File: src/rtl/selection_outline_edge_update_macros.svh
// Assertion helpers, clocked on clk, quiet while rst_n is low.
`ifndef SELECTION_OUTLINE_EDGE_UPDATE_MACROS_SVH
`define SELECTION_OUTLINE_EDGE_UPDATE_MACROS_SVH

// same-cycle implication
`define SOEU_ASSERT_NOW(label, ante, cons, msg) \
    label: assert property (@(posedge clk) disable iff (!rst_n) (ante) |-> (cons)) \
        else $error(msg);

// next-cycle implication
`define SOEU_ASSERT_NEXT(label, ante, cons, msg) \
    label: assert property (@(posedge clk) disable iff (!rst_n) (ante) |=> (cons)) \
        else $error(msg);

`endif

File: src/rtl/soeu_pkg.sv
`timescale 1ns / 1ps
`default_nettype none

package soeu_pkg;

    localparam int CFG_IDX_W = 2;
    localparam logic [CFG_IDX_W-1:0] REG_GRID_WIDTH  = 2'd0;
    localparam logic [CFG_IDX_W-1:0] REG_GRID_HEIGHT = 2'd1;

    localparam logic FUNC_ADD    = 1'b0;
    localparam logic FUNC_REMOVE = 1'b1;

    localparam logic signed [1:0] EV_POS  = 2'sb01;
    localparam logic signed [1:0] EV_NEG  = 2'sb11;
    localparam logic signed [1:0] EV_ZERO = 2'sb00;

    typedef struct packed {
        logic [8:0]  gw;
        logic [8:0]  gh;
        logic [9:0]  cols;
        logic [9:0]  rows;
        logic [19:0] area;
    } grid_cfg_t;

    typedef struct packed {
        logic we;
        logic re;
    } mem_ctl_t;

    function automatic logic [8:0] clamp_size(input logic [8:0] v, input int maxv);
        if (v == 9'd0) begin
            return 9'd1;
        end
        if (int'(v) > maxv) begin
            return 9'(maxv);
        end
        return v;
    endfunction

    // pos_side: left and bottom edges carry the positive orientation
    function automatic logic signed [1:0] edge_val(input logic removing, input logic nb,
                                                   input logic pos_side);
        if (!removing) begin
            if (nb) begin
                return EV_ZERO;
            end
            return pos_side ? EV_POS : EV_NEG;
        end
        if (nb) begin
            return pos_side ? EV_NEG : EV_POS;
        end
        return EV_ZERO;
    endfunction

endpackage

`default_nettype wire

File: src/rtl/soeu_ctrl.sv
`timescale 1ns / 1ps
`default_nettype none
`include "selection_outline_edge_update_macros.svh"

module soeu_ctrl
    import soeu_pkg::*;
#(
    parameter int MAX_WIDTH  = 256,
    parameter int MAX_HEIGHT = 256
)
(
    input  wire logic                          clk,
    input  wire logic                          rst_n,
    input  wire grid_cfg_t                     cfg,
    input  wire logic                          clear_req,
    input  wire logic                          start,
    output logic                               busy,
    input  wire logic                          func,
    input  wire logic [7:0]                    pixel_x,
    input  wire logic [7:0]                    pixel_y,
    output mem_ctl_t                           mem_ctl,
    output logic      [$clog2(MAX_HEIGHT)-1:0] waddr,
    output logic      [MAX_WIDTH-1:0]          wdata,
    output logic      [$clog2(MAX_HEIGHT)-1:0] raddr,
    input  wire logic [MAX_WIDTH-1:0]          rd_data,
    output logic                               edge_strobe,
    output logic      [17:0]                   edge_index,
    output logic signed [1:0]                  edge_value,
    output logic                               last_edge
);

    localparam int RW = $clog2(MAX_HEIGHT);
    localparam int CW = $clog2(MAX_WIDTH);
    localparam int PW = $clog2(MAX_WIDTH + 2);

    localparam logic [2:0] ST_CLR  = 3'd0;
    localparam logic [2:0] ST_IDLE = 3'd1;
    localparam logic [2:0] ST_CHK  = 3'd2;
    localparam logic [2:0] ST_RGT  = 3'd3;
    localparam logic [2:0] ST_TOP  = 3'd4;
    localparam logic [2:0] ST_BOT  = 3'd5;

    logic [2:0]  state_reg, state_next;
    logic [RW-1:0] clr_cnt_reg;

    logic        rem_reg;
    logic [7:0]  x_reg, y_reg;
    logic [17:0] xr_reg, yc_reg;
    logic [19:0] vb_reg, hb_reg;
    logic        r_reg, t_reg, b_reg;
    logic        top_ok_reg, bot_ok_reg;

    logic        strobe_reg;
    logic [17:0] idx_reg;
    logic signed [1:0] val_reg;
    logic        last_reg;

    logic        accept;
    logic        in_grid;
    logic        chg;
    logic        emit;
    logic        emit_last;
    logic signed [1:0] emit_val;
    logic [19:0] idx_sum;
    logic [19:0] vb;
    logic [19:0] hb;
    logic [CW-1:0] x_col;
    logic [PW-1:0] px;
    logic [MAX_WIDTH+1:0] padded;
    logic [MAX_WIDTH-1:0] row_mod;
    logic        self_bit, l_bit, r_bit;

    assign busy    = !(state_reg == ST_IDLE || state_reg == ST_BOT);
    assign accept  = start && !busy;
    assign in_grid = ({1'b0, pixel_x} < cfg.gw) && ({1'b0, pixel_y} < cfg.gh);

    assign x_col    = CW'(x_reg);
    assign px       = PW'(x_reg);
    assign padded   = {1'b0, rd_data, 1'b0};
    assign self_bit = rd_data[x_col];
    assign l_bit    = padded[px];
    assign r_bit    = padded[px + PW'(2)];
    assign chg      = (self_bit == rem_reg);

    assign vb = cfg.area + 20'(xr_reg) + 20'(y_reg);
    assign hb = 20'(yc_reg) + 20'(x_reg);

    always_comb
    begin
        row_mod        = rd_data;
        row_mod[x_col] = !rem_reg;
    end

    always_comb
    begin
        state_next  = state_reg;
        mem_ctl.we  = 1'b0;
        mem_ctl.re  = 1'b0;
        waddr       = RW'(y_reg);
        wdata       = row_mod;
        raddr       = RW'(y_reg);
        emit        = 1'b0;
        emit_last   = 1'b0;
        emit_val    = EV_ZERO;
        idx_sum     = '0;
        unique case (state_reg)
            ST_CLR:
            begin
                mem_ctl.we = 1'b1;
                waddr      = clr_cnt_reg;
                wdata      = '0;
                if (clr_cnt_reg == RW'(MAX_HEIGHT - 1))
                begin
                    state_next = ST_IDLE;
                end
            end
            ST_IDLE:
            begin
                state_next = ST_IDLE;
            end
            ST_CHK:
            begin
                if (chg)
                begin
                    mem_ctl.we = 1'b1;
                    mem_ctl.re = top_ok_reg;
                    raddr      = RW'(y_reg - 8'd1);
                    emit       = 1'b1;
                    idx_sum    = vb;
                    emit_val   = edge_val(rem_reg, l_bit, 1'b1);
                    state_next = ST_RGT;
                end
                else
                begin
                    state_next = ST_IDLE;
                end
            end
            ST_RGT:
            begin
                mem_ctl.re = bot_ok_reg;
                raddr      = RW'({1'b0, y_reg} + 9'd1);
                emit       = 1'b1;
                idx_sum    = vb_reg + 20'(cfg.rows);
                emit_val   = edge_val(rem_reg, r_reg, 1'b0);
                state_next = ST_TOP;
            end
            ST_TOP:
            begin
                emit       = 1'b1;
                idx_sum    = hb;
                emit_val   = edge_val(rem_reg, t_reg, 1'b0);
                state_next = ST_BOT;
            end
            ST_BOT:
            begin
                emit       = 1'b1;
                emit_last  = 1'b1;
                idx_sum    = hb_reg + 20'(cfg.cols);
                emit_val   = edge_val(rem_reg, b_reg, 1'b1);
                state_next = ST_IDLE;
            end
            default:
            begin
                state_next = ST_CLR;
            end
        endcase
        if (accept)
        begin
            mem_ctl.re = 1'b1;
            raddr      = RW'(pixel_y);
            state_next = in_grid ? ST_CHK : ST_IDLE;
        end
        if (clear_req)
        begin
            state_next = ST_CLR;
        end
    end

    always_ff @(posedge clk or negedge rst_n)
    begin
        if (!rst_n)
        begin
            state_reg   <= ST_CLR;
            clr_cnt_reg <= '0;
            strobe_reg  <= 1'b0;
        end
        else
        begin
            state_reg  <= state_next;
            strobe_reg <= emit;
            if (clear_req)
            begin
                clr_cnt_reg <= '0;
            end
            else if (state_reg == ST_CLR)
            begin
                clr_cnt_reg <= clr_cnt_reg + RW'(1);
            end
        end
    end

    always_ff @(posedge clk)
    begin
        idx_reg  <= idx_sum[17:0];
        val_reg  <= emit_val;
        last_reg <= emit_last;
        if (accept)
        begin
            rem_reg    <= (func == FUNC_REMOVE);
            x_reg      <= pixel_x;
            y_reg      <= pixel_y;
            xr_reg     <= 18'(pixel_x) * 18'(cfg.rows);
            yc_reg     <= 18'(pixel_y) * 18'(cfg.cols);
            top_ok_reg <= (pixel_y != 8'd0);
            bot_ok_reg <= (({1'b0, pixel_y} + 9'd1) < cfg.gh);
        end
        if (state_reg == ST_CHK)
        begin
            r_reg  <= r_bit;
            vb_reg <= vb;
        end
        if (state_reg == ST_RGT)
        begin
            t_reg <= top_ok_reg && rd_data[x_col];
        end
        if (state_reg == ST_TOP)
        begin
            b_reg  <= bot_ok_reg && rd_data[x_col];
            hb_reg <= hb;
        end
    end

    assign edge_strobe = strobe_reg;
    assign edge_index  = idx_reg;
    assign edge_value  = val_reg;
    assign last_edge   = last_reg;

    `SOEU_ASSERT_NEXT(a_burst_cont, strobe_reg && !last_reg, strobe_reg, "edge burst broken")
    `SOEU_ASSERT_NOW(a_burst_four, strobe_reg && last_reg, $past(strobe_reg, 3), "short burst")
    `SOEU_ASSERT_NOW(a_clr_no_read, state_reg == ST_CLR, !mem_ctl.re, "row read during clear")

endmodule

`default_nettype wire

File: config.mk
export PLATFORM = sky130hd
export DESIGN_NAME = soeu_ctrl
export DESIGN_NICKNAME = d
export VERILOG_FILES = /design/src/rtl/soeu_pkg.sv /design/src/rtl/soeu_ctrl.sv
export VERILOG_INCLUDE_DIRS = /design/src /design/src/rtl
export SDC_FILE = /design/constraint.sdc
export NUM_CORES = 1
export LEC_CHECK = 0
export ABC_AREA = 1
export BUFFER_PORTS_ARGS = -buffer_cell sky130_fd_sc_hd__buf_2
export CORE_AREA = 2 2 249 251
export CTS_CLUSTER_DIAMETER = 200
export CTS_CLUSTER_SIZE = 8
export DETAILED_ROUTE_END_ITERATION = 10
export DIE_AREA = 0 0 251 253
export PLACE_DENSITY = 0.66
export SLEW_MARGIN = 10
export SYNTH_ARGS = -nofsm -noshare
export SYNTH_HDL_FRONTEND = slang
export SYNTH_SLANG_ARGS = --single-unit
File: constraint.sdc
create_clock -name clk -period 3.6 [get_ports clk]
set_input_delay 0.18 -clock clk [delete_from_list [all_inputs] [get_ports clk]]
set_output_delay 0.18 -clock clk [all_outputs]
set_load 0.01 [all_outputs]
Word level (Yosys, flattened, before mapping)

Index checks and enable logic that the tools add are counted.

Register bits: 127
Output and inout bits: 297
Logic and storage cells: 143

Add/sub/neg operators: 10
$mul: 2
Order comparisons: 7
Eq/ne operators: 8
Mux-type cells: 85
Reduce and logical (&&, ||, !) cells: 13

Operators by type and width:

| operator              | count |
|---|---|
| $bwmux W256           | 1 |
| $mux W256             | 1 |
| $pmux W18 S4          | 1 |
| $mux W2               | 28 |
| $mux W8               | 5 |
| $add A18 B10 Y18      | 2 |
| $add A18 B8 Y18       | 2 |
| $mul A8 B10 Y18       | 2 |
| $mux W1               | 35 |
| $add A18 B18 Y18      | 1 |
| $lt A8 B9 Y1          | 2 |
| $mux W18              | 1 |
| $add A8 B1 Y8 const B | 2 |
| $bmux W1 S8           | 2 |
| $pmux W8 S2           | 1 |
| $pmux W3 S5           | 1 |
| $lt A8 B10 Y1 const B | 1 |
| $lt A9 B10 Y1 const B | 1 |
| $add A8 B1 Y9 const B | 1 |
| $add A8 B2 Y9 const B | 1 |
| $bmux W1 S9           | 1 |
| $lt A8 B9 Y1 const B  | 1 |
| $lt A9 B9 Y1          | 1 |
| $mux W3               | 3 |
| 19 further kinds      | 28 |

Logic depth before layout (Yosys ltp)

Depth after elaboration: 13
Gate-level depth with buffers: 27

Least setup slack after synthesis

Ideal clock, no wire load.

Path type: input to register
Start point: input port pixel_y[3]
End point: register yc_reg[17], data pin
Arrival time: 4.258 ns
Data required time: 3.339 ns
Path slack: -0.918 ns
Stages: 19
Buffers on the path: 2
Path through: clkbuf_1 > clkbuf_1 > nand2_1 > inv_1 > fa_1 > fa_1 > fa_1 > inv_1 > fa_1 > inv_1 > ha_1 > nand4_1 > o221ai_1 > a21boi_0 > o21ai_0 > a21oi_1 > nor2_1 > nor2_1 > xor2_1

Word-level cells in the longest chain between the ends: 1

RTL lines:

| what                   | RTL line         | RTL |
|---|---|---|
| start: declaration     | soeu_ctrl.sv:20  | `input wire logic [7:0] pixel_y,` |
| $mul A8 B10 Y18        | soeu_ctrl.sv:213 | `yc_reg <= 18'(pixel_y) * 18'(cfg.cols);` |
| end signal: assignment | soeu_ctrl.sv:213 |  |
| end: declaration       | soeu_ctrl.sv:48  | `logic [17:0] xr_reg, yc_reg;` |

No other way between the ends.
A chain may end at the register's enable or synchronous reset.

Worst setup path in the final report

Start point: input port pixel_y[6]
End point: register yc_reg[17], data pin

The elaborated chain is that of the path after synthesis.

==> results.env <==
ENDPOINT_KIND='flop'
SHARE_COMB_OF_TOTAL_POWER=0.558
CORE_REGION_AREA_UM2=61000
FINALCRITPERIODSHARE=0.994
MAX_CAP_VIOLATION_COUNT=0
YOSYS.AREA_SHARE.SIMPLE=0.278
WORST_PATH_LARGEST_CELL_DELAY_NS=0.54
CP_COMMON_CELL='fa_1'
SETUP.WORST_PATH.START_CLASS='primary input'
DPL.HPWL_MM=89.7
POST-ROUTE-MIN-PERIOD_NS=3.58
PLACE_WS_NS=-0.575
SYNTHXORXNORAREAFRAC=0.0277
SYNTH-SEQ-AREA-SHARE=0.146
SETUP_SLACK_NS=0.0220
FINALHOLDVIOLCOUNT=0
SYN-MEAN-INSTANCE-AREA_UM2=6.40
SYNTH_ENABLE_FLOP_CELLS=94
DIE-HEIGHT_UM=253
POWER.DENSITY_nW_PER_UM2=245
NFILLCELLS=6144
ASYNC_RESET_FF_FRAC=0.0945
GRT_ANTENNA_BEFORE_REPAIR=21
VIAS_IN_THE_FIRST_GLOBAL_ROUTE=27776
SYN_TO_FINAL_GROWTH_PCT=31.1
YOSYS.AREA_SHARE.ADDER=0.172
NETLIST_INSTANCES=3805
CRITICAL-PATH-SLOWEST-CELL='fa_1'
WORSTMARGINPINSLEW_NS=0.797
SYNTH_TOP_FLOP_CELL='edfxtp_1'
TIMING_MAX_TRANSITION_VIOLATIONS_FINAL=0
CRITICAL_PATH_ARRIVAL_NS=3.77
WORST-ENDPOINT-REQUIRED_NS=3.79
ROOT_BUFFER='clkbuf_16'
RUN_STATUS='finished clean'
VDD_DROP_MAX_mV=0.316
NUMCTSBUFFERS=17
POWER_FRAC_CLOCK=0.221
GLOBAL_ROUTE_WIRE_LENGTH_BEFORE_REPAIR_MM=170
NET_LOAD_SWITCHING_POWER_mW=3.03
TIMING.CRITICAL_PATH.BUF_INV=4
GRT_START_MAX_NET_PINS=150
CLOCK_TRANSITION_TIME_AT_THE_FLIP_FLOP_CLOCK_PINS_OF_THE_WORST_SETUP_AND_HOLD_PATHS_NS=0.07
TNS_NS=0
CPLARGESTDELAYFAMILY='adder cells'
CRIT_CHAIN='buf_4 > nand2_1 > inv_1 > fa_1 > fa_1 > fa_1 > inv_2 > fa_1 > inv_2 > ha_4 > nand4_1 > o221ai_2 > a21boi_2 > o21ai_2 > a21oi_1 > nor2_1 > nor2_1 > xor2_1'
GRT_UTIL_ALL_LAYERS=0.348
LAYOUT.NETS=5076
AVERAGE_WIRE_LENGTH_PER_CELL_AFTER_DETAIL_ROUTING_UM=22.1
MAX-CLOCK-PATH-BUFFERS=2
DIE_WD_UM=251
SEQCELLAREA_UM2=3540
VIAS_PER_CELL=5.75
HOLDCRITPATHCLASS='in2reg'
STATIC-LEAKAGE-POWER_nW=16.9
CTSHTREEMAXLEVEL=4
MAX_CLK_RATE_MHz=279
GRT.OVERFLOW.TOTAL=0
ROWS=91
TIMING.CRITICAL_PATH.FANOUT_MAX=6
YOSYS_WARNINGS=0
FINAL-INSTANCE-COUNT-EXCL-FILL=5294
COMPOUND_CELL_AREA_SHARE_OF_THE_YOSYS_NETLIST=0.215
FINAL_ANTENNA_NET_COUNT=0
SETUP.WORST_PATH.CLASS='in2reg'
YOSYS_REGISTER_BITS=127
SYNTH.AREA.MUX_SHARE=0.0448
DRC=0
NETLIST-CELL-TYPE-COUNT=53
MULTI_INPUT_COMB_AREA_UM2=18700
CTS.SINKS=127
VIA_COUNT=30419
RSZ0062_AT_GRT='yes'
COMBINATIONAL_FAMILY_WITH_THE_MOST_AREA_AFTER_SYNTHESIS='simple AND/OR/NAND/NOR gates'
DESIGN.PORTCOUNT=632
POWER.SHARE.SEQUENTIAL=0.221
FLOORPLAN.INITIALDENSITY=0.399
DESIGN.DIE.AREA_UM2=63500
MAPPED_NETS=4409
PLACED_CELLS_INCL_TAPS=5181
PORT-BUFFER-COUNT=629
CLOCK_INSERTION_DELAY_WORST_SKEW_NS=0.44
FIRST_PASS_ITERS=6
WORST_SLEW_SLACK_AS_A_FRACTION_OF_ITS_LIMIT=0.468
SHARE_OF_TOTAL_POWER_CONSUMED_BY_NET_SWITCHING=0.388
PLACE.GP.CONGESTION=1.03
SKEW_NS=0.00984
LAYOUT-DRIVE-GT1-SHARE=0.263
DRT-INITIAL-DRC-COUNT=3742
POWER.INTERNAL_mW=4.78
WIRELENGTH_MM=117
TRITONCTS='yes'
SYNTH.CELL_AREA_UM2=24300
SETUP_VIOL=0
## cell type report
cell class                      count  area share
Antenna cell                       19     0.00149
Clock buffer                       17      0.0133
Clock inverter                     15     0.00490
Inverter                          426      0.0505
Multi-Input combinational cell   2948       0.587
Sequential cell                   127       0.111
Tap cell                          790      0.0310
Timing Repair Buffer              952       0.201
## per-layer routing
layer / vias up / track usage / part of all wire
met5: - / 0 / 0.00034
met4: 6 / 0.214 / 0.072
met3: 387 / 0.0554 / 0.093
met2: 1804 / 0.572 / 0.46
met1: 14025 / 0.428 / 0.38
li1: 14197 / - / -
## cell usage in the layout, fill, tap and decap left out, types with 15 or more instances in the layout
master     instances
nand2_1         1198
o21ai_0           75
nand3_1          216
a311oi_1         253
dfxtp_1           21
xor2_1            52
buf_12            38
mux2i_1          109
or2_2             17
nand2_2           29
diode_2           19
buf_6             24
ha_1             146
buf_2            604
edfxtp_1          94
o211ai_1          16
nor2_4            22
xnor2_1           24
nor2_2            22
buf_4            268
nor2_1           102
o22ai_1           17
nand4_1           24
nor3_1            19
ha_4              15
inv_1            399
fa_1             103
inv_2             22
a21oi_2           15
a21oi_1          347
clkbuf_16         22
## power groups by stage
stage                     Sequential, mW  Clock [mW]  Combinational [mW]
after floorplan                     1.75           0                2.46
after global placement              1.75           0                3.88
after detailed placement            1.75           0                3.95
after CTS                           1.72        1.75                4.05
after global routing                1.72        1.80                4.89
final                               1.72        1.73                4.36
## what timing repair did
item | CTS | global route
buffers inserted | 9 | 48
endpoints found under the setup margin | 18 | 42
pin swaps | 28 | 103
hold endpoints to repair | 13 | 0
gates resized for setup | 30 | 189
hold buffers | 2 | 0
gates cloned | 1 | 5
## logic make-up after synthesis
group | Yosys count
adders and majority gates | 269
and+or+nand+nor | 1681
DFF | 127
xor gates and xnor gates | 77
AOI/OAI and AO/OA | 812
buffers and inverters | 730
muxes | 109
## cell usage after synthesis, drive strengths merged (9+ instances only)
master,count,area (um2)
nand2,1239,4660
inv,424,1590
a21oi,365,1830
a311oi,256,2240
clkbuf,234,888
nand3,226,1130
ha,161,2010
nor2,146,556
mux2i,109,1090
fa,108,2160
o21ai,102,510
edfxtp,94,2820
buf,70,373
xor2,52,455
xnor2,25,219
nand4,24,150
dfxtp,21,420
nor3,19,95.1
o22ai,17,106
or2,17,106
o211ai,16,120
a31oi,14,87.6
dfrtp,12,300
o31ai,9,67.6
## worst paths after layout
kind	start	end	slack [ns]	cells past startpoint
max	pixel_y[6]	yc_reg[17]$_DFFE_PP_	0.02	18
min	clear_req	state_reg[2]$_DFFE_PN0P_	0.02	2
max reg2reg	x_col[0]$_DFFE_PP_	edge_value[0]$_DFF_P_	0.09	15
min reg2reg	state_reg[1]$_DFFE_PN0P_	state_reg[0]$_DFFE_PN0P_	0.55	1
max in group asynchronous	rst_n	clr_cnt_reg[4]$_DFFE_PN0P_	3.23	2
min in group asynchronous	rst_n	clr_cnt_reg[5]$_DFFE_PN0P_	0.15	2
## through the flow
stage          utilization  cell area, um2  total power, mW  hold WS (ns)
3_3_place_gp         0.491           30000             5.63        0.0772
5_1_grt              0.523           31900             8.41        0.0262
4_1_cts              0.504           30800             7.51        0.0130
2_1_floorplan            -           24700             4.21        -0.116
6_report             0.523           31900             7.81        0.0215
3_5_place_dp         0.491           30000             5.71        0.0749
Power figures use the tool's default switching activity.
